### src/rtl/toy_cpu_execute_core_defines.svh
// Assertion macros for the execute core.
// Depends on nothing; included by the top level.
`ifndef TOY_CPU_EXECUTE_CORE_DEFINES_SVH
`define TOY_CPU_EXECUTE_CORE_DEFINES_SVH
`ifndef NO_ASSERTIONS
// same-cycle implication under reset
`define TCE_ASSERT_IMP(label, clk, rst_n, a, b) \
    label: assert property (@(posedge clk) disable iff (!rst_n) (a) |-> (b)) \
        else $error("implication check failed");
// next-cycle implication under reset
`define TCE_ASSERT_NXT(label, clk, rst_n, a, b) \
    label: assert property (@(posedge clk) disable iff (!rst_n) (a) |=> (b)) \
        else $error("next-cycle check failed");
`else
`define TCE_ASSERT_IMP(label, clk, rst_n, a, b)
`define TCE_ASSERT_NXT(label, clk, rst_n, a, b)
`endif
`endif

### src/rtl/tce_pkg.sv
// Shared types, opcodes and helpers of the execute core.
// Depends on nothing.
package tce_pkg;

    localparam int MEM_BYTES = 65536;
    localparam int MEM_AW    = $clog2(MEM_BYTES);
    localparam logic [31:0] PC_HALT_LIMIT = 32'(MEM_BYTES - 3);
    localparam logic [31:0] IRQ_VECTOR    = 32'h0000_8000;
    localparam logic [31:0] SP_RESET      = 32'h0000_FEFF;
    localparam logic [15:0] MASK_RESET    = 16'h0001;

    localparam logic [4:0] OP_LB   = 5'd0;
    localparam logic [4:0] OP_LH   = 5'd1;
    localparam logic [4:0] OP_LW   = 5'd2;
    localparam logic [4:0] OP_SB   = 5'd3;
    localparam logic [4:0] OP_SH   = 5'd4;
    localparam logic [4:0] OP_SW   = 5'd5;
    localparam logic [4:0] OP_PUSH = 5'd6;
    localparam logic [4:0] OP_POP  = 5'd7;
    localparam logic [4:0] OP_JMP  = 5'd8;
    localparam logic [4:0] OP_WFI  = 5'd9;
    localparam logic [4:0] OP_MSET = 5'd10;
    localparam logic [4:0] OP_MGET = 5'd11;
    localparam logic [4:0] OP_PSET = 5'd12;
    localparam logic [4:0] OP_PGET = 5'd13;
    localparam logic [4:0] OP_HALT = 5'd14;
    localparam logic [4:0] OP_NOP  = 5'd15;
    localparam logic [4:0] OP_ADC  = 5'd16;
    localparam logic [4:0] OP_SBC  = 5'd17;
    localparam logic [4:0] OP_CMP  = 5'd18;
    localparam logic [4:0] OP_AND  = 5'd19;
    localparam logic [4:0] OP_OR   = 5'd20;
    localparam logic [4:0] OP_NOT  = 5'd21;
    localparam logic [4:0] OP_SHR  = 5'd22;
    localparam logic [4:0] OP_SHL  = 5'd23;
    localparam logic [4:0] OP_SAR  = 5'd24;
    localparam logic [4:0] OP_ROR  = 5'd25;

    localparam logic [1:0] MODE_REG   = 2'd0;
    localparam logic [1:0] MODE_SHORT = 2'd1;
    localparam logic [1:0] MODE_LONG  = 2'd2;
    localparam logic [1:0] MODE_FAULT = 2'd3;

    localparam logic [2:0] REG_ZERO = 3'd0;
    localparam logic [2:0] REG_SP   = 3'd6;
    localparam logic [2:0] REG_PC   = 3'd7;

    // decoded request as it travels from front to back
    typedef struct packed {
        logic        req_type;
        logic [4:0]  opcode;
        logic [2:0]  dest_reg;
        logic [2:0]  src_reg_a;
        logic [2:0]  src_reg_b;
        logic        use_imm;
        logic        fault;
        logic        step4;
        logic [1:0]  mem_last;
        logic [31:0] imm_value;
        logic [3:0]  interrupt_line;
    } tce_item_t;

    typedef struct packed {
        logic [15:0] next_pc;
        logic        halted;
        logic        took_interrupt;
        logic        waiting;
        logic        reg_written;
        logic [2:0]  written_reg;
        logic [31:0] written_value;
    } tce_result_t;

    // set or clear one bit of a 16-bit control word
    function automatic logic [15:0] bit_update(logic [15:0] word, logic [31:0] idx, logic on);
        logic [15:0] sel;
        sel = 16'(1) << idx[3:0];
        if (idx[31:4] != '0)
            return word;
        return on ? (word | sel) : (word & ~sel);
    endfunction

    function automatic logic [31:0] bit_read(logic [15:0] word, logic [31:0] idx);
        if (idx[31:4] != '0)
            return '0;
        return {31'd0, word[idx[3:0]]};
    endfunction

endpackage

### src/rtl/tce_queue.sv
// Two-entry queue of decoded requests between front and back.
// Depends on tce_pkg.
module tce_queue (
    input  logic               clk,
    input  logic               rst_n,
    input  logic               push,
    input  tce_pkg::tce_item_t push_item,
    output logic               full,
    input  logic               pop,
    output logic               empty,
    output tce_pkg::tce_item_t head
);

    tce_pkg::tce_item_t slot_reg [2];
    logic               wr_ptr_reg;
    logic               rd_ptr_reg;
    logic [1:0]         count_reg;

    assign full  = (count_reg == 2'd2);
    assign empty = (count_reg == 2'd0);
    assign head  = slot_reg[rd_ptr_reg];

    // advance pointers and count
    always_ff @(posedge clk or negedge rst_n)
    begin
        if (!rst_n)
        begin
            wr_ptr_reg <= 1'b0;
            rd_ptr_reg <= 1'b0;
            count_reg  <= 2'd0;
        end
        else
        begin
            if (push)
                wr_ptr_reg <= ~wr_ptr_reg;
            if (pop)
                rd_ptr_reg <= ~rd_ptr_reg;
            if (push && !pop)
                count_reg <= count_reg + 2'd1;
            else if (pop && !push)
                count_reg <= count_reg - 2'd1;
        end
    end

    always_ff @(posedge clk)
    begin
        if (push)
        begin
            slot_reg[wr_ptr_reg] <= push_item;
        end
    end

endmodule

### config.mk
export PLATFORM = sky130hd
export DESIGN_NAME = tce_queue
export DESIGN_NICKNAME = d
export VERILOG_FILES = /design/src/rtl/toy_cpu_execute_core_defines.svh /design/src/rtl/tce_pkg.sv /design/src/rtl/tce_queue.sv
export SDC_FILE = /design/constraint.sdc
export NUM_CORES = 1
export LEC_CHECK = 0
export ABC_AREA = 1
export BUFFER_PORTS_ARGS = -buffer_cell sky130_fd_sc_hd__buf_2
export CAP_MARGIN = 15
export CORE_MARGIN = 3
export CORE_UTILIZATION = 52
export DETAILED_ROUTE_END_ITERATION = 8
export PLACE_DENSITY = 0.84
export SYNTH_ARGS = -nofsm -noshare
export SYNTH_HDL_FRONTEND = slang
export SYNTH_SLANG_ARGS = --single-unit
### constraint.sdc
create_clock -name clk -period 10.2 [get_ports clk]
set_clock_uncertainty 0.05 [all_clocks]
set_input_delay 0 -clock clk [delete_from_list [all_inputs] [get_ports clk]]
set_output_delay 0 -clock clk [all_outputs]
set_load 0.05 [all_outputs]
==> results of run 1 <==
per-stage QoR:
step / util / total power, W
2_1_floorplan: - / 0.001287
3_3_place_gp: 0.6373 / 0.001407
3_5_place_dp: 0.6373 / 0.001418
4_1_cts: 0.7822 / 0.001966
5_1_grt: 0.7822 / 0.002036
6_report: 0.7822 / 0.001954
cell type report:
type | count | area [um^2] | area share
clock buffer | 23 | 466.7 | 0.07526
clock inverter | 9 | 81.33 | 0.01312
inverter | 7 | 26.28 | 0.004237
multi-input combinational | 70 | 830.8 | 0.1340
sequential | 116 | 3467 | 0.5591
tap | 102 | 127.6 | 0.02058
timing repair buffer | 179 | 1201 | 0.1937
metal layers:
metal / routed length, um / up-vias / track usage
li1: - / 1161 / -
met1: 3174 / 1197 / 0.2128
met2: 4793 / 94 / 0.3421
met3: 555 / 9 / 0.06748
met4: 72 / 0 / 0.06496
met5: 0 / - / 0
layout by cell type (no fill, tap or decap), types with 3 or more instances in the layout:
master,netlist,layout
buf_2,2,117
clkbuf_1,0,3
clkbuf_16,0,16
clkbuf_8,0,4
clkinv_2,0,4
clkinvlp_4,0,3
dfrtp_1,4,3
dlygate4sd3_1,0,60
edfxtp_1,112,112
inv_1,7,6
mux2_2,26,26
mux2_4,30,30
nand2_1,5,5
Yosys cell counts, drive strengths merged:
master / n / share of area
buf: 6 / 0.013
dfrtp: 4 / 0.023
edfxtp: 112 / 0.77
ha: 1 / 0.0029
inv: 7 / 0.0060
mux2: 56 / 0.17
nand2: 5 / 0.0043
nand3: 1 / 0.0011
nand4: 1 / 0.0014
nor2: 3 / 0.0026
xnor2: 1 / 0.0020
xor2: 2 / 0.0040
path summary, 6_finish.rpt:
path                                     startpoint  depth (start not counted)  slack (ps)                         to
setup / recovery             rd_ptr_reg$_DFFE_PN0P_                          2        7960                   head[47]
hold / removal                        push_item[45]                          2         170  slot_reg[0][45]$_DFFE_PP_
setup reg to reg             wr_ptr_reg$_DFFE_PN0P_                          3        8340  slot_reg[1][37]$_DFFE_PP_
hold reg to reg            count_reg[1]$_DFFE_PN0P_                          2         450   count_reg[1]$_DFFE_PN0P_
max in group asynchronous                     rst_n                          3        9500     rd_ptr_reg$_DFFE_PN0P_
min in group asynchronous                     rst_n                          3         380   count_reg[0]$_DFFE_PN0P_
repair_timing:
item / 4_1_cts / 5_1_grt
endpoints found under the hold margin: 120 / 0
hold buffers: 60 / 0
setup endpoints to repair: 0 / 0
where the power goes:
group / internal (W) / total [W] / leakage, nW / switching (W)
clock network: 0.000340 / 0.000529 / 0.264 / 0.000189
registers: 0.000635 / 0.000716 / 1.10 / 0.0000805
logic: 0.000233 / 0.000709 / 1.15 / 0.000477
total: 0.00121 / 0.00195 / 2.51 / 0.000746
worst max-delay path, cell delays in order (launching register included):
cell and delay [ps]:
dfrtp_4 1040, mux2_2 440, buf_2 220
cell families (layout without fill, tap and decap cells):
| logic type | Yosys count | in the layout | share of synthesized area |
|---|---|---|---|
| adders and majority gates | 1 | 1 | 0.002864 |
| DFF | 116 | 116 | 0.7929 |
| xor gates and xnor gates | 3 | 3 | 0.006017 |
| and+or+nand+nor | 10 | 10 | 0.009453 |
| muxes | 56 | 56 | 0.1702 |
| buffers and inverters | 13 | 218 | 0.01862 |
==> reports/summary.txt, run 1 <==
Site row count -> 32
Worst ir drop on vdd -> 0.0001877 V
Drt pass-1 iters -> 4
Synthesized instance count -> 199
Seq/Total Area, Yosys -> 0.7929
N_diodes -> 0
Fin crit period -> 2245 ps
Number of flip-flops under the largest register name -> 112
First-pass GRT wire length -> 13.92 mm
Core footprint -> 0.007928 mm^2
Die Span X -> 97.65 um
Placed Cells -> 414
Vias per inst -> 4.864
Worst slew pin tran -> 929.0 ps
CTS tree -> yes
RSZ-0062 raised after global routing -> no
Die height -> 97.65 um
Initial antenna violation count -> 0
Initial Util -> 0.5510
Place WS -> 8317 ps
Drc violations -> 0
Post-CTS Resized -> 0
Vias in the first global route -> 2,774
Clk pin slew, worst setup/hold paths -> 60 ps
Critical-path maximum fanout -> 57
Vias after detailed routing -> 2,461
Area of placed instances -> 0.005052 mm^2
Slew Limit Fails -> 0
Nets -> 452
Clock buffer depth -> 2
Post-route antenna net violation count -> 0
Avg Inst Size Synth -> 21.95 um^2
Synthesized cell area -> 0.004368 mm^2
CP arrival -> 2190 ps
Worst-skew pair later-pin latency -> 500 ps
Post-DP HPWL -> 4.535 mm
Post-Syn Nets -> 260
Maximum Capacitance Violations -> 0
Max frequency -> 0.4455 GHz
Area growth syn-to-layout -> 41.97%
Io pins -> 118
WS Path Type -> reg2out
Final hold vios -> 0
# H-tree levels -> 4
CTS buffer count -> 17
Fill cells -> 433
FF+latch count, synth -> 116
Final Routed Wirelength -> 8.595 mm
Hold WS -> 168.4 ps
Final setup vio count -> 0
Setup crit end kind -> primary output
Final Instance Count excl. Fillers -> 506
Final setup margin -> 7955 ps
Share of layout cells above drive strength 1 -> 0.5124
Port bufs -> 117
Full die area -> 0.009536 mm^2
Hold Crit Class -> in2reg
Routed len/inst -> 16.99 um
CP startpoint kind -> flop
Worst slew margin -> 0.3806
Synth warnings -> 0
Total GRT Usage -> 0.1919
WP data required -> 10,150 ps
# Post-CTS Setup Buffers -> 0
Setup TNS Final -> 0 ps
P per Cell Area -> 315.1 mW/mm^2
Leak Pwr -> 2.509 nW
Post-route cell area -> 0.006201 mm^2
Clk sink count -> 116
Root Buffer -> clkbuf_8
Initial drt markers -> 74
Count of cell types in the netlist -> 14
Tcrit/Tclk final -> 0.2201
Outcome -> finished clean
Gpl congestion -> 0.6733
Grt total ovfl -> 0
Pin count of the biggest net entering global routing -> 58
No activity file was read; power rests on OpenSTA's default activity.
==> run 2: changes to the inputs <==
- clock period: 10.2 -> 2.2 ns (I/O delays scaled with it)
==> run 2 against run 1 <==
Via count up 3.7%. Sequential share of layout area down 1.4 points. Clock-buffer cell count unchanged. Register-to-register slack worse by 7700 ps. Flip-flop and latch count unchanged. Critical endpoint is now head[52].
==> reports/summary.txt, run 2 (same netlist as run 1, synthesis figures left out) <==
CP startpoint kind -> flop
Post-DP HPWL -> 5.083 mm
Post-CTS Resized -> 0
Root Buffer -> clkbuf_8
Final Routed Wirelength -> 8.889 mm
Vias after detailed routing -> 2,551
Routed len/inst -> 17.40 um
Commonest non-fill, non-tap cell in the layout -> buf_2
Full die area -> 0.009536 mm^2
Final hold vios -> 0
Outcome -> finished clean
Pin count of the biggest net entering global routing -> 35
Clk sink count -> 116
WP data required -> 2150 ps
Clk pwr share -> 0.301
Critical path's top delay family -> flip-flops
Worst slew margin -> 0.6788
Worst slew pin tran -> 480.7 ps
Top Usage Layer GRT -> met2
Initial antenna violation count -> 0
Vias per inst -> 4.992
Tcrit/Tclk final -> 0.9120
Total GRT Usage -> 0.1943
WS Path Type -> reg2out
Worst ir drop on vdd -> 0.001064 V
Slew Limit Fails -> 0
N_diodes -> 0
Clock buffer depth -> 2
Critical-path maximum fanout -> 32
Number of flip-flops under the largest register name -> 112
Met3 usage -> 0.05384
Maximum Capacitance Violations -> 0
Final Power -> 0.009655 W
Port bufs -> 117
Drc violations -> 0
Initial Util -> 0.5510
Max frequency -> 0.4984 GHz
Sw Ratio -> 0.3669
Die height -> 97.65 um
CP cell instances -> buf_12, mux2_2, buf_2
Final setup margin -> 193.5 ps
Site row count -> 32
Die Span X -> 97.65 um
Combinational share of power -> 0.375
Nets -> 457
Vias in the first global route -> 2,825
Io pins -> 118
RSZ-0062 raised after global routing -> no
Grt total ovfl -> 0
Sw Pwr -> 0.003543 W
CP arrival -> 1960 ps
# H-tree levels -> 4
Setup crit end kind -> primary output
Area growth syn-to-layout -> 45.69%
Critical-path top delay cell -> dfrtp_4
Pint -> 0.006112 W
CTS tree -> yes
Place WS -> 587.6 ps
Hold WS -> 173.4 ps
Grt met2 use -> 0.3363
Gpl congestion -> 0.7014
Clk pin slew, worst setup/hold paths -> 60 ps
Share of layout cells above drive strength 1 -> 0.5159
Drt pass-1 iters -> 4
Core footprint -> 0.007928 mm^2
Most frequent cells in the layout -> buf_2, edfxtp_1, dlygate4sd3_1
Final setup vio count -> 0
CTS buffer count -> 17
Buf+Inv Stages, Crit Path -> 2
Fin util -> 0.8027
FF-to-FF setup slack -> 630 ps
Leak Pwr -> 2.585 nW
P per Cell Area -> 1517 mW/mm^2
Fin crit period -> 2006 ps
Post-route antenna net violation count -> 0
Initial drt markers -> 139
Crit-path max cell delay -> 560 ps
Met1 Use GR -> 0.2247
Hold Crit Class -> in2reg
Worst-skew pair later-pin latency -> 490 ps
Flop pwr share -> 0.324
Setup TNS Final -> 0 ps
First-pass GRT wire length -> 14.17 mm
-- run 2: worst reg2reg max path, delay by kind of cell (launching register included) --
kind	cells	cell delay, ps
buffers and inverters	1	350
flip-flops	1	420
AND/OR/NAND/NOR	1	420
-- run 2: repair_timing --
action / CTS / global route
hold buffers: 60 / 0
endpoints found under the setup margin: 0 / 3
endpoints found under the hold margin: 132 / 0
buffers inserted: 0 / 1
-- run 2: final timing paths --
| check | end | start | depth (start not counted) |
|---|---|---|---|
| worst max-delay path | head[52] | rd_ptr_reg$_DFFE_PN0P_ | 3 |
| worst min-delay path | slot_reg[0][44]$_DFFE_PP_ | push_item[44] | 2 |
| worst max register to register | slot_reg[0][27]$_DFFE_PP_ | wr_ptr_reg$_DFFE_PN0P_ | 2 |
| worst min register to register | count_reg[1]$_DFFE_PN0P_ | count_reg[1]$_DFFE_PN0P_ | 2 |
| max in group asynchronous | rd_ptr_reg$_DFFE_PN0P_ | rst_n | 3 |
| min in group asynchronous | count_reg[0]$_DFFE_PN0P_ | rst_n | 3 |
-- run 2: cell type report --
class	instances	area (um^2)
fill	414	1564
tap	102	127.6
clock inverter	9	175.2
timing repair buffer	184	1280
inverter	7	26.28
multi-input combinational	70	830.8
sequential	116	3467
clock buffer	23	456.7
-- run 2: power by group through the flow --
stage                     clock, W  sequential, W  combinational (W)
final                      0.00291        0.00313            0.00362
after detailed placement         0        0.00321            0.00346
after global routing       0.00306        0.00317            0.00376
after CTS                  0.00294        0.00317            0.00355
after global placement           0        0.00317            0.00342
after floorplan                  0        0.00308            0.00288
-- run 2: stage by stage --
stage                     area, um^2  std cells
final                           6364        511
after global placement          5120        418
after floorplan                 4375        199
after CTS                       6352        510
after detailed placement        5120        418
after global routing            6364        511
-- run 2: routing by layer --
metal,wire length [um],vias up
met5,0,-
met4,170,0
met3,556,15
met2,4712,119
met1,3450,1251
li1,-,1166
==> run 3: changes to the inputs <==
- RECOVER_POWER: not set -> 50
==> run 3 against run 2 <==
Final area is 1.3% lower. Largest cell class unchanged. Hold slack got worse by 1.9 ps. Sequential power about the same. Highest routed layer unchanged. Clock power is essentially flat. Total power decreased by 0.46%.
==> reports/summary.txt, run 3 (same netlist as run 1, synthesis figures left out) <==
Outcome -> finished clean
RSZ-0062 raised after global routing -> no
WS Path Type -> reg2out
WL met3 -> 532 um
Routed len/inst -> 17.34 um
Hold WS -> 171.5 ps
CTS tree -> yes
Site row count -> 32
Number of flip-flops under the largest register name -> 112
CP arrival -> 1950 ps
Clk pin slew, worst setup/hold paths -> 60 ps
Die Span X -> 97.65 um
Grt total ovfl -> 0
Drt pass-1 iters -> 5
Initial drt markers -> 144
Initial Util -> 0.5510
Worst slew pin tran -> 896.9 ps
Max frequency -> 0.4993 GHz
Met2 wire length -> 4.728 mm
Maximum Capacitance Violations -> 0
Most frequent cells in the layout -> edfxtp_1, buf_2, dlygate4sd3_1
Total GRT Usage -> 0.1943
# H-tree levels -> 4
Post-DP HPWL -> 5.083 mm
Final Routed Wirelength -> 8.863 mm
CP startpoint kind -> flop
WP data required -> 2150 ps
Leak Pwr -> 2.463 nW
Fill cells -> 446
Share of layout cells above drive strength 1 -> 0.4108
Post-route antenna net violation count -> 0
Commonest non-fill, non-tap cell in the layout -> edfxtp_1
Full die area -> 0.009536 mm^2
Final setup vio count -> 0
Root Buffer -> clkbuf_8
Top sig layer -> met4
Pin count of the biggest net entering global routing -> 35
Core footprint -> 0.007928 mm^2
Vias in the first global route -> 2,825
Tcrit/Tclk final -> 0.9104
P per Cell Area -> 1530 mW/mm^2
Final hold vios -> 0
Fin crit period -> 2003 ps
Initial antenna violation count -> 0
Clock buffer depth -> 2
Slew Limit Fails -> 0
Gpl congestion -> 0.7014
Io pins -> 118
Drc violations -> 0
Met1 WL -> 3.437 mm
Hold Crit Class -> in2reg
Setup TNS Final -> 0 ps
First-pass GRT wire length -> 14.17 mm
Worst-skew pair later-pin latency -> 490 ps
CTS buffer count -> 17
Port bufs -> 117
Post-CTS Resized -> 0
Critical-path maximum fanout -> 32
Clk sink count -> 116
Vias per inst -> 5.027
N_diodes -> 0
Area growth syn-to-layout -> 43.80%
Setup crit end kind -> primary output
Worst ir drop on vdd -> 0.001065 V
Die height -> 97.65 um
Nets -> 457
Vias after detailed routing -> 2,569
Worst slew margin -> 0.4021
[run 3: cell types whose count changed in the layout (fill, tap and decap cells not counted)]
cell / previous run / this run
clkbuf_1: 4 / 45
buf_12: 3 / 1
buf_1: 0 / 1
clkbuf_2: 0 / 3
inv_1: 6 / 7
inv_2: 1 / 0
buf_2: 117 / 74
[run 3: timing repair]
| item | 4_1_cts | 5_1_grt |
|---|---|---|
| hold buffers | 60 | 0 |
| endpoints found under the setup margin | 0 | 3 |
| setup buffers | 0 | 1 |
| endpoints found under the hold margin | 132 | 0 |
[run 3: metal layers]
| layer | GRT usage | vias up |
|---|---|---|
| met2 | 0.3363 | 124 |
| met1 | 0.2247 | 1263 |
| li1 | - | 1167 |
| met3 | 0.05384 | 15 |
| met5 | 0 | - |
| met4 | 0.08733 | 0 |
[run 3: critical path: stages, from the launching register on]
cell	delay [ps]
dfrtp_4	560
buf_12	270
mux2_2	370
buf_2	210
[run 3: layout make-up]
class / count / area (um^2) / share of cell area
Sequential cell: 116 / 3467 / 0.5520
Timing Repair Buffer: 184 / 1197 / 0.1906
Multi-Input combinational cell: 70 / 830.8 / 0.1323
Clock buffer: 23 / 456.7 / 0.07271
Clock inverter: 9 / 175.2 / 0.02789
Tap cell: 102 / 127.6 / 0.02032
Inverter: 7 / 26.28 / 0.004183
[run 3: power breakdown]
part | leakage (nW) | switching (W) | total, W | internal, W
combinational | 1.06 | 0.00245 | 0.00356 | 0.00112
sequential | 1.10 | 0.000186 | 0.00313 | 0.00295
clock | 0.302 | 0.000903 | 0.00291 | 0.00201
total | 2.46 | 0.00354 | 0.00961 | 0.00607
[run 3: final timing paths]
check / startpoint / to / slack, ps / depth (start not counted)
setup / recovery: rd_ptr_reg$_DFFE_PN0P_ / head[41] / 200 / 3
hold / removal: push_item[44] / slot_reg[0][44]$_DFFE_PP_ / 170 / 2
setup reg to reg: wr_ptr_reg$_DFFE_PN0P_ / slot_reg[1][37]$_DFFE_PP_ / 490 / 3
hold reg to reg: count_reg[1]$_DFFE_PN0P_ / count_reg[1]$_DFFE_PN0P_ / 490 / 2
max in group asynchronous: rst_n / rd_ptr_reg$_DFFE_PN0P_ / 1490 / 3
min in group asynchronous: rst_n / count_reg[0]$_DFFE_PN0P_ / 400 / 3
[run 3: per-stage QoR]
| step | utilization | std cells | worst slack, ps | area, um^2 | total power (W) |
|---|---|---|---|---|---|
| 3_3_place_gp | 0.6458 | 418 | 592.8 | 5120 | 0.006597 |
| 3_5_place_dp | 0.6458 | 418 | 587.6 | 5120 | 0.006669 |
| 5_1_grt | 0.7923 | 511 | 125.1 | 6281 | 0.009945 |
| 6_report | 0.7923 | 511 | 197.2 | 6281 | 0.009610 |
| 2_1_floorplan | - | 199 | 180.5 | 4375 | 0.005963 |
| 4_1_cts | 0.8013 | 510 | 39.72 | 6352 | 0.009661 |
