`config.mk`:
```
export PLATFORM = sky130hd
export DESIGN_NAME = tce_front
export DESIGN_NICKNAME = d
export VERILOG_FILES = /design/src/rtl/toy_cpu_execute_core_defines.svh /design/src/rtl/tce_pkg.sv /design/src/rtl/tce_front.sv
export SDC_FILE = /design/constraint.sdc
export NUM_CORES = 1
export LEC_CHECK = 0
export ABC_AREA = 1
export BUFFER_PORTS_ARGS = -buffer_cell sky130_fd_sc_hd__buf_2
export CAP_MARGIN = 20
export CORE_AREA = 2 2 54 76
export CTS_CLUSTER_DIAMETER = 200
export CTS_CLUSTER_SIZE = 12
export DETAILED_ROUTE_END_ITERATION = 12
export DIE_AREA = 0 0 56 78
export PLACE_DENSITY = 0.92
export SETUP_SLACK_MARGIN = 0.15
export SLEW_MARGIN = 40
export SYNTH_ARGS = -nofsm -noshare
export SYNTH_HDL_FRONTEND = slang
export SYNTH_SLANG_ARGS = --single-unit
export TNS_END_PERCENT = 10
```
`constraint.sdc`:
```
create_clock -name clk -period 8.1 [get_ports clk]
set_input_delay 1.215 -clock clk [delete_from_list [all_inputs] [get_ports clk]]
set_output_delay 1.215 -clock clk [all_outputs]
set_load 0.02 [all_outputs]
```
`src/rtl/toy_cpu_execute_core_defines.svh`:
```
// Assertion macros for the execute core.
// Depends on nothing; included by the top level.
`ifndef TOY_CPU_EXECUTE_CORE_DEFINES_SVH
`define TOY_CPU_EXECUTE_CORE_DEFINES_SVH
`ifndef NO_ASSERTIONS
// same-cycle implication under reset
`define TCE_ASSERT_IMP(label, clk, rst_n, a, b) \
    label: assert property (@(posedge clk) disable iff (!rst_n) (a) |-> (b)) \
        else $error("implication check failed");
// next-cycle implication under reset
`define TCE_ASSERT_NXT(label, clk, rst_n, a, b) \
    label: assert property (@(posedge clk) disable iff (!rst_n) (a) |=> (b)) \
        else $error("next-cycle check failed");
`else
`define TCE_ASSERT_IMP(label, clk, rst_n, a, b)
`define TCE_ASSERT_NXT(label, clk, rst_n, a, b)
`endif
`endif

```
`src/rtl/tce_pkg.sv`:
```
// Shared types, opcodes and helpers of the execute core.
// Depends on nothing.
package tce_pkg;

    localparam int MEM_BYTES = 65536;
    localparam int MEM_AW    = $clog2(MEM_BYTES);
    localparam logic [31:0] PC_HALT_LIMIT = 32'(MEM_BYTES - 3);
    localparam logic [31:0] IRQ_VECTOR    = 32'h0000_8000;
    localparam logic [31:0] SP_RESET      = 32'h0000_FEFF;
    localparam logic [15:0] MASK_RESET    = 16'h0001;

    localparam logic [4:0] OP_LB   = 5'd0;
    localparam logic [4:0] OP_LH   = 5'd1;
    localparam logic [4:0] OP_LW   = 5'd2;
    localparam logic [4:0] OP_SB   = 5'd3;
    localparam logic [4:0] OP_SH   = 5'd4;
    localparam logic [4:0] OP_SW   = 5'd5;
    localparam logic [4:0] OP_PUSH = 5'd6;
    localparam logic [4:0] OP_POP  = 5'd7;
    localparam logic [4:0] OP_JMP  = 5'd8;
    localparam logic [4:0] OP_WFI  = 5'd9;
    localparam logic [4:0] OP_MSET = 5'd10;
    localparam logic [4:0] OP_MGET = 5'd11;
    localparam logic [4:0] OP_PSET = 5'd12;
    localparam logic [4:0] OP_PGET = 5'd13;
    localparam logic [4:0] OP_HALT = 5'd14;
    localparam logic [4:0] OP_NOP  = 5'd15;
    localparam logic [4:0] OP_ADC  = 5'd16;
    localparam logic [4:0] OP_SBC  = 5'd17;
    localparam logic [4:0] OP_CMP  = 5'd18;
    localparam logic [4:0] OP_AND  = 5'd19;
    localparam logic [4:0] OP_OR   = 5'd20;
    localparam logic [4:0] OP_NOT  = 5'd21;
    localparam logic [4:0] OP_SHR  = 5'd22;
    localparam logic [4:0] OP_SHL  = 5'd23;
    localparam logic [4:0] OP_SAR  = 5'd24;
    localparam logic [4:0] OP_ROR  = 5'd25;

    localparam logic [1:0] MODE_REG   = 2'd0;
    localparam logic [1:0] MODE_SHORT = 2'd1;
    localparam logic [1:0] MODE_LONG  = 2'd2;
    localparam logic [1:0] MODE_FAULT = 2'd3;

    localparam logic [2:0] REG_ZERO = 3'd0;
    localparam logic [2:0] REG_SP   = 3'd6;
    localparam logic [2:0] REG_PC   = 3'd7;

    // decoded request as it travels from front to back
    typedef struct packed {
        logic        req_type;
        logic [4:0]  opcode;
        logic [2:0]  dest_reg;
        logic [2:0]  src_reg_a;
        logic [2:0]  src_reg_b;
        logic        use_imm;
        logic        fault;
        logic        step4;
        logic [1:0]  mem_last;
        logic [31:0] imm_value;
        logic [3:0]  interrupt_line;
    } tce_item_t;

    typedef struct packed {
        logic [15:0] next_pc;
        logic        halted;
        logic        took_interrupt;
        logic        waiting;
        logic        reg_written;
        logic [2:0]  written_reg;
        logic [31:0] written_value;
    } tce_result_t;

    // set or clear one bit of a 16-bit control word
    function automatic logic [15:0] bit_update(logic [15:0] word, logic [31:0] idx, logic on);
        logic [15:0] sel;
        sel = 16'(1) << idx[3:0];
        if (idx[31:4] != '0)
            return word;
        return on ? (word | sel) : (word & ~sel);
    endfunction

    function automatic logic [31:0] bit_read(logic [15:0] word, logic [31:0] idx);
        if (idx[31:4] != '0)
            return '0;
        return {31'd0, word[idx[3:0]]};
    endfunction

endpackage

```
`src/rtl/tce_front.sv`:
```
// Front stage: registers an incoming request and decodes operand form and access size.
// Depends on tce_pkg.
module tce_front (
    input  logic                clk,
    input  logic                rst_n,
    input  logic                push,
    output logic                full,
    input  logic                req_type,
    input  logic [4:0]          opcode,
    input  logic [2:0]          dest_reg,
    input  logic [2:0]          src_reg_a,
    input  logic [2:0]          src_reg_b,
    input  logic [1:0]          operand_mode,
    input  logic [15:0]         immediate,
    input  logic [3:0]          interrupt_line,
    input  logic                clearing,
    input  logic                q_full,
    output logic                q_push,
    output tce_pkg::tce_item_t  q_item
);

    logic               vld_reg;
    tce_pkg::tce_item_t item_reg;
    tce_pkg::tce_item_t item_next;
    logic               accept;

    assign full   = clearing | (vld_reg & q_full);
    assign accept = push & ~full;
    assign q_push = vld_reg & ~q_full;
    assign q_item = item_reg;

    // decode operand source and access size
    always_comb
    begin
        item_next.req_type       = req_type;
        item_next.opcode         = opcode;
        item_next.dest_reg       = dest_reg;
        item_next.src_reg_a      = src_reg_a;
        item_next.src_reg_b      = src_reg_b;
        item_next.interrupt_line = interrupt_line;
        item_next.use_imm        = (operand_mode == tce_pkg::MODE_SHORT) ||
                                   (operand_mode == tce_pkg::MODE_LONG);
        item_next.fault          = (operand_mode == tce_pkg::MODE_FAULT);
        item_next.step4          = (operand_mode == tce_pkg::MODE_LONG);
        if (operand_mode == tce_pkg::MODE_LONG)
            item_next.imm_value = {{16{immediate[15]}}, immediate};
        else
            item_next.imm_value = {{29{src_reg_b[2]}}, src_reg_b};
        unique case (opcode)
            tce_pkg::OP_LB, tce_pkg::OP_SB: item_next.mem_last = 2'd0;
            tce_pkg::OP_LH, tce_pkg::OP_SH: item_next.mem_last = 2'd1;
            default:                         item_next.mem_last = 2'd3;
        endcase
    end

    // hold one decoded request until the queue takes it
    always_ff @(posedge clk or negedge rst_n)
    begin
        if (!rst_n)
        begin
            vld_reg <= 1'b0;
        end
        else if (accept)
        begin
            vld_reg <= 1'b1;
        end
        else if (q_push)
        begin
            vld_reg <= 1'b0;
        end
    end

    always_ff @(posedge clk)
    begin
        if (accept)
        begin
            item_reg <= item_next;
        end
    end

endmodule

```
==> impl_metrics.ini, run 1 <==
[outcome]
status = completed

[worst_setup_path]
endpoint_kind = output port
path_delay_family = buffers and inverters
reg2reg_from = vld_reg$_DFFE_PN0P_
worst-path-max-fanout = 2
arrival_ns = 1.66
worstSetupPathType = in -> out
worst_r2r_endpoint = q_item[13]$_DFFE_PP_
reg2regPathDepth = 4
cp_cell_sequence = buf_2 -> nand2_1 -> nand2_1 -> buf_2
max_stage_delay_ns = 0.18
r2r_setup_slack_ns = 6.52
crit_buf_inv = 2
required_ns = 6.88
cp_slowest_cell = buf_2
cp-start-kind = input pin

[timing]
fin_crit_sh = 0.3555
worst_pin_slew_ns = 0.7257
fmax_mhz = 347.3
finalHoldViolCount = 0
finalCriticalPeriod_ns = 2.880
whs_ns = 0.5315
timing.setup.tns_ns = 0
setup_viol = 0
rsz0062_at_grt = false
relSlewSlack = 0.5162
slew_viol_final = 0
fin_skew_ns = 0.005849

[cts]
cts.clk_slew.worst_paths_ns = 0.07
htreeDepth = 2
cts.hold.buffers_added = 0
cts_inserted_buffers = 5
tritoncts = built
clk_latency_ns = 0.28
cts_resized = 0
cts_sinks = 41
root_buffer = clkbuf_8
cts_buffer_depth = 2
cts_setup_buffers = 0

[yosys]
synth_warnings = 0
synth_cell_types = 15
synth_nets = 166
synth-seq-cells = 41
synthCells = 122
synth-seq-area-share = 0.7413
syn_avg_cell_area_sq_um = 13.56
syn_area_sq_um = 1654

[floorplanning]
start_util = 0.4540
coreArea_sq_um = 3643
fp-row-count = 26
die-area_sq_um = 4368
die_w_microns = 56
ioPinCount = 100
die_h_microns = 78

[cells_and_area]
stdcell_count = 253
syn_to_final_growth_pct = 30.11
final_cell_area_sq_um = 2152
antenna_cells = 0
largest_register_ffs = 40
fin_nets = 254
fillerInstances = 326
drive_gt1_frac = 0.5261

[placement]
gp_congestion = 0.7125
dp_hpwl_mm = 2.522
dp.cells = 245
io_buffers = 99
placed_cell_area_sq_um = 2071

[min_path]
min_to = vld_reg$_DFFE_PN0P_
hold_path_depth = 2
hold_class = reg -> reg
hp-start = vld_reg$_DFFE_PN0P_

[run]
cap_violations = 0

[routing]
route.detailed.vias_per_inst = 4.545
wire_per_inst_microns = 13.05
post-route-drc-count = 0
via_count = 1150
first_iter_violations = 37
ant_nets = 0
drtPass1Iterations = 4
finalWirelength_mm = 3.302

[power_and_ir_drop]
vdd_drop_max_mv = 0.1364
power_density_nw_per_um2 = 198.2
leakagePower_nw = 1.024
power_uw = 426.5

[grt]
grt.overflow.total = 0
grt_usage = 0.1533
antenna_found_initial = 0
first_global_vias = 1101
grt_first_pass_wirelength_mm = 5.099
grt_max_degree = 25
## how the worst max path moves through the flow
stage | from | to | slack (ns) | depth (start not counted)
after CTS | q_full | full | 5.21 | 4
after detailed placement | q_full | full | 5.22 | 4
after floorplan | q_full | q_item[0]$_DFFE_PP_ | 4.50 | 3
after global placement | q_full | full | 5.24 | 4
final | q_full | full | 5.22 | 4
after global routing | q_full | full | 5.18 | 4
## logic make-up (layout without fill, tap and decap cells)
kind of cell / Yosys count / after routing / share of synthesized area
flops: 41 / 41 / 0.7413
compound gates: 1 / 1 / 0.003023
fa+ha+maj: 2 / 2 / 0.01513
simple gates: 48 / 48 / 0.1195
buf+inv: 30 / 119 / 0.1210
## cells in the mapped netlist
cell | instances | area share
buf_6 | 1 | 0.0068
inv_1 | 10 | 0.023
buf_8 | 1 | 0.0091
o21ai_0 | 1 | 0.0030
nand2_1 | 37 | 0.084
ha_1 | 2 | 0.015
nor2_1 | 5 | 0.011
nand2_4 | 1 | 0.0068
inv_6 | 1 | 0.0053
edfxtp_1 | 40 | 0.73
dfrtp_1 | 1 | 0.015
nand2_2 | 2 | 0.0076
buf_4 | 17 | 0.077
nand4_1 | 1 | 0.0038
nand3_1 | 2 | 0.0061
## layer usage
layer  routed length, microns  vias to the layer above  global-route usage
li1                         -                      560                   -
met1                     1206                      510              0.1771
met2                     1685                       72              0.2588
met3                      329                        8             0.04500
met4                       80                        0             0.07143
met5                        0                        -                   0
## cell usage in the layout (no fill, tap or decap)
| cell | synthesis | routed |
|---|---|---|
| dfrtp_1 | 1 | 1 |
| nor2_1 | 5 | 4 |
| clkinv_2 | 0 | 1 |
| nand2_1 | 37 | 37 |
| nand2_2 | 2 | 2 |
| o21ai_0 | 1 | 1 |
| nor2_4 | 0 | 1 |
| inv_1 | 10 | 10 |
| nand2_4 | 1 | 1 |
| nand3_1 | 2 | 2 |
| clkinv_1 | 0 | 2 |
| buf_8 | 1 | 1 |
| inv_6 | 1 | 1 |
| clkbuf_8 | 0 | 5 |
| nand4_1 | 1 | 1 |
| ha_1 | 2 | 2 |
| buf_2 | 0 | 99 |
| edfxtp_1 | 40 | 40 |
## worst min-delay path, delay by kind of cell (launching register included)
kind               cells  cell delay (ns)
DFF                    1             0.36
and+or+nand+nor        1             0.07
AOI/OAI and AO/OA      1             0.07
## power breakdown
| group | internal (mW) | switching, mW | total (mW) | leakage, nW |
|---|---|---|---|---|
| sequential | 0.245 | 0.00289 | 0.248 | 0.384 |
| clock | 0.0579 | 0.0626 | 0.120 | 0.0430 |
| combinational | 0.0202 | 0.0379 | 0.0580 | 0.597 |
## metrics by stage
| step | util | setup WS [ns] |
|---|---|---|
| after floorplan | - | 4.503 |
| after global placement | 0.5642 | 5.241 |
| after detailed placement | 0.5683 | 5.221 |
| after CTS | 0.5907 | 5.215 |
| after global routing | 0.5907 | 5.181 |
| final | 0.5907 | 5.220 |
## area by class of cell
cell class / count / area, sq um / share of cell area
Inverter: 11 / 46.29 / 0.02151
Timing Repair Buffer: 100 / 510.5 / 0.2372
Clock inverter: 3 / 12.51 / 0.005814
Multi-Input combinational cell: 51 / 235.2 / 0.1093
Tap cell: 42 / 52.55 / 0.02442
Sequential cell: 41 / 1226 / 0.5698
Clock buffer: 5 / 68.82 / 0.03198
No activity file was read; power rests on OpenSTA's default activity.
==> inputs of run 2 (changes only) <==
--- a/config.mk
+++ b/config.mk
@@ -8,12 +8,12 @@
 export ABC_AREA = 1
 export BUFFER_PORTS_ARGS = -buffer_cell sky130_fd_sc_hd__buf_2
 export CAP_MARGIN = 20
-export CORE_AREA = 2 2 54 76
+export CORE_AREA = 2 2 57 80
 export CTS_CLUSTER_DIAMETER = 200
 export CTS_CLUSTER_SIZE = 12
 export DETAILED_ROUTE_END_ITERATION = 12
-export DIE_AREA = 0 0 56 78
-export PLACE_DENSITY = 0.92
+export DIE_AREA = 0 0 59 82
+export PLACE_DENSITY = 0.84
 export SETUP_SLACK_MARGIN = 0.15
 export SLEW_MARGIN = 40
 export SYNTH_ARGS = -nofsm -noshare
==> constraint.sdc (replaced) <==
create_clock -name clk -period 2.8 [get_ports clk]
set_input_delay 0.42 -clock clk [delete_from_list [all_inputs] [get_ports clk]]
set_output_delay 0.42 -clock clk [all_outputs]
set_load 0.02 [all_outputs]
==> impl_metrics.ini, run 2 (synthesis results as in run 1) <==
[outcome]
status = completed

[routing]
finalWirelength_mm = 3.161
wire_per_inst_microns = 12.35
drtPass1Iterations = 4
via_count = 1157
first_iter_violations = 35
ant_nets = 0
route.detailed.vias_per_inst = 4.520
post-route-drc-count = 0

[worst_setup_path]
path_delay_family = flip-flops
endpoint_kind = output port
max_stage_delay_ns = 0.55
worst_r2r_endpoint = q_item[34]$_DFFE_PP_
worst-path-max-fanout = 17
crit_start = q_item[34]$_DFFE_PP_
arrival_ns = 1.06
reg2regPathDepth = 4
path_depth = 1
cp_slowest_cell = edfxtp_1
required_ns = 2.38
cp_cell_sequence = buf_2
cp-start-kind = flip-flop
crit_end = q_item[32]
worstSetupPathType = reg -> out
crit_buf_inv = 1
r2r_setup_slack_ns = 1.38
reg2reg_from = vld_reg$_DFFE_PN0P_

[timing]
fin_skew_ns = 0.006080
finalHoldViolCount = 0
fin_crit_sh = 0.5303
timing.setup.tns_ns = 0
setup_viol = 0
worst_pin_slew_ns = 0.6572
slew_viol_final = 0
fmax_mhz = 673.5
finalCriticalPeriod_ns = 1.485
rsz0062_at_grt = false
setup_slack_ns = 1.315
relSlewSlack = 0.5619

[placement]
dp_slack_ns = 1.062
dp_hpwl_mm = 2.411
placed_cell_area_sq_um = 2067
dp.cells = 248
gp_congestion = 0.7114
io_buffers = 99

[power_and_ir_drop]
vdd_drop_max_mv = 0.2712
power_density_nw_per_um2 = 572.0
power_mw = 1.234
leakagePower_nw = 1.021

[cells_and_area]
multiInputGateArea_sq_um = 235.2
drive_gt1_frac = 0.5261
seqCellArea_sq_um = 1226
syn_to_final_growth_pct = 30.41
final_cell_mix = buf_2 (99), edfxtp_1 (40), nand2_1 (37)
largest_register_ffs = 40
final_cell_area_sq_um = 2157
final_common_cell = buf_2
stdcell_count = 256
fin_nets = 255
antenna_cells = 0
fillerInstances = 371

[cts]
tritoncts = built
cts_resized = 0
root_buffer = clkbuf_8
cts.clk_slew.worst_paths_ns = 0.08
cts_sinks = 41
clk_latency_ns = 0.28
cts_inserted_buffers = 5
cts_buffer_depth = 2
htreeDepth = 2

[min_path]
hp-start = src_reg_a[1]
hold_class = in -> reg

[grt]
grt_first_pass_wirelength_mm = 4.478
grt_max_degree = 41
antenna_found_initial = 0
grt_usage = 0.1265
first_global_vias = 1014
grt.overflow.total = 0

[floorplanning]
coreArea_sq_um = 4134
die-area_sq_um = 4838
fp-row-count = 28
die_w_microns = 59
ioPinCount = 100
die_h_microns = 82
start_util = 0.4001

[run]
cap_violations = 0
[run 2: cell type report]
class	count	share of cell area
clock buffer	5	0.03190
clock inverter	2	0.005220
inverter	11	0.02146
multi-input combinational	51	0.1090
sequential	41	0.5684
tap	45	0.02610
timing repair buffer	101	0.2378
[run 2: worst min path at each step]
stage	end	slack, ns	cells after the start
6_report	q_item[45]$_DFFE_PP_	0.30	1
5_1_grt	q_item[45]$_DFFE_PP_	0.29	1
4_1_cts	q_item[45]$_DFFE_PP_	0.29	1
3_5_place_dp	vld_reg$_DFFE_PN0P_	0.20	1
3_3_place_gp	vld_reg$_DFFE_PN0P_	0.20	1
2_1_floorplan	vld_reg$_DFFE_PN0P_	0.12	0
[run 2: report_power, final]
part / switching, mW / internal, mW / total (mW)
clock: 0.183 / 0.167 / 0.350
sequential: 0.00816 / 0.709 / 0.717
combinational: 0.108 / 0.0581 / 0.166
total: 0.300 / 0.934 / 1.23
[run 2: through the flow]
| stage | util | hold WS [ns] |
|---|---|---|
| CTS | 0.5218 | 0.2929 |
| global route | 0.5218 | 0.2903 |
| global placement | 0.5000 | 0.1965 |
| finish | 0.5218 | 0.3040 |
| floorplan | - | 0.1244 |
| detailed placement | 0.5000 | 0.1993 |
[run 2: per-layer routing]
layer | part of all wire | GRT usage | up-vias
met3 | 0.089 | 0.04567 | 6
li1 | - | - | 561
met5 | 0 | 0 | -
met4 | 0.017 | 0.07955 | 0
met2 | 0.52 | 0.2000 | 65
met1 | 0.38 | 0.1434 | 525
[run 2: worst reg2reg max path, cell delays in order, from the launching register on]
cell	delay, ns
dfrtp_1	0.38
nand2_1	0.07
nand2_1	0.09
nor2_4	0.08
buf_4	0.43
[run 2: repair_timing]
action,CTS,global route
hold endpoints to repair,1,0
hold buffers,1,0
setup buffers,0,0
==> inputs of run 3 (changes only) <==
==> constraint.sdc (replaced) <==
create_clock -name clk -period 1.43 [get_ports clk]
set_input_delay 0.2145 -clock clk [delete_from_list [all_inputs] [get_ports clk]]
set_output_delay 0.2145 -clock clk [all_outputs]
set_load 0.02 [all_outputs]
==> impl_metrics.ini, run 3 (synthesis results as in run 1) <==
[min_path]
hold_class = in -> reg
min_to = q_item[47]$_DFFE_PP_
hold_path_depth = 1
hp-start = dest_reg[0]

[cts]
cts_inserted_buffers = 5
cts_buffer_depth = 2
htreeDepth = 2
root_buffer = clkbuf_8
cts.clk_slew.worst_paths_ns = 0.08
clk_latency_ns = 0.29
cts_sinks = 41
tritoncts = built

[worst_setup_path]
cp_slowest_cell = dfrtp_1
required_ns = 1.43
max_stage_delay_ns = 0.40
crit_buf_inv = 1
cp_cell_sequence = nand2_2 -> nand2_4 -> nor2_4 -> clkbuf_16
path_delay_family = flip-flops
cp-start-kind = flip-flop
worst-path-max-fanout = 20
arrival_ns = 1.24
crit_start = vld_reg$_DFFE_PN0P_
reg2reg_from = vld_reg$_DFFE_PN0P_
endpoint_kind = flip-flop
worstSetupPathType = reg -> reg
reg2regPathDepth = 4
worst_r2r_endpoint = q_item[46]$_DFFE_PP_
r2r_setup_slack_ns = 0.19

[timing]
setup_slack_ns = 0.1946
rsz0062_at_grt = false
fmax_mhz = 809.5
slew_viol_final = 0
whs_ns = 0.09171
worst_pin_slew_ns = 0.3839
finalCriticalPeriod_ns = 1.235
setup_viol = 0
relSlewSlack = 0.7441
fin_crit_sh = 0.8639
timing.setup.tns_ns = 0
finalHoldViolCount = 0
fin_skew_ns = 0.006851

[cells_and_area]
final_cell_mix = buf_2 (99), edfxtp_1 (40), nand2_1 (35)
antenna_cells = 0
stdcell_count = 261
drive_gt1_frac = 0.5463
postLayoutCoreUtil = 0.5475
final_cell_area_sq_um = 2263
final_common_cell = buf_2
syn_to_final_growth_pct = 36.84
fillerInstances = 353
fin_nets = 259
largest_register_ffs = 40

[grt]
grt_first_pass_wirelength_mm = 4.761
first_global_vias = 1099
grt_max_degree = 41
antenna_found_initial = 0
grt_usage = 0.1369
grt.overflow.total = 0

[power_and_ir_drop]
power_density_nw_per_um2 = 1194
p_sw_frac = 0.2274
seqPwrFrac = 0.518
power_mw = 2.702
clkPwrFrac = 0.351
power.internal_mw = 2.088
net-switching-power_uw = 614.5
vdd_drop_max_mv = 0.6070
p_comb_frac = 0.131
leakagePower_nw = 1.074

[routing]
ant_nets = 0
post-route-drc-count = 0
finalWirelength_mm = 3.382
wire_per_inst_microns = 12.96
drtPass1Iterations = 5
route.detailed.vias_per_inst = 4.533
via_count = 1183
first_iter_violations = 28

[placement]
gp_congestion = 0.6667
placed_cell_area_sq_um = 2097
dp.cells = 249
dp_hpwl_mm = 2.505
dp_slack_ns = 0.1030
io_buffers = 99

[run]
cap_violations = 0

[floorplanning]
die_h_microns = 82
ioPinCount = 100
die_w_microns = 59
die-area_sq_um = 4838
fp-row-count = 28
start_util = 0.4001
coreArea_sq_um = 4134

[outcome]
status = completed
==> run 3: cell type report <==
type                       instances  area, sq um  area share
sequential                        41         1226      0.5417
timing repair buffer             105        573.1      0.2532
multi-input combinational         51        245.2      0.1083
clock buffer                       7        86.33     0.03814
tap                               45        56.30     0.02488
inverter                          11        46.29     0.02045
clock inverter                     1        30.03     0.01327
==> run 3: timing repair <==
action	in CTS	in global routing
hold buffers	1	0
setup endpoints to repair	17	4
buffers inserted	2	0
endpoints found under the hold margin	1	0
cloned	0	1
resized for setup	0	0
==> run 3: worst max path at each step <==
stage	end	slack, ns	cells past startpoint
global route	q_item[53]$_DFFE_PP_	0.13	4
floorplan	q_item[0]$_DFFE_PP_	-0.13	3
detailed placement	q_item[11]$_DFFE_PP_	0.10	6
finish	q_item[46]$_DFFE_PP_	0.19	4
CTS	q_item[20]	0.21	2
global placement	q_item[10]$_DFFE_PP_	0.15	6
==> run 3: worst register-to-register path, cell delays in order (launching register included) <==
cell,delay (ns)
dfrtp_1,0.40
nand2_2,0.09
nand2_4,0.06
nor2_4,0.18
clkbuf_16,0.22
==> run 3: layer usage <==
metal  wire (microns)  track usage  up-vias
met1             1160       0.1337      529
met2             1811       0.2422       74
met4              102      0.08864        0
li1                 -            -      568
met5                0            0        -
met3              307      0.04409       12
==> run 3: power groups by stage <==
stage | clock [mW] | sequential (mW) | combinational (mW)
4_1_cts | 0.965 | 1.40 | 0.347
6_report | 0.949 | 1.40 | 0.353
3_3_place_gp | 0 | 1.43 | 0.328
5_1_grt | 1.02 | 1.40 | 0.386
3_5_place_dp | 0 | 1.43 | 0.337
2_1_floorplan | 0 | 1.50 | 0.151
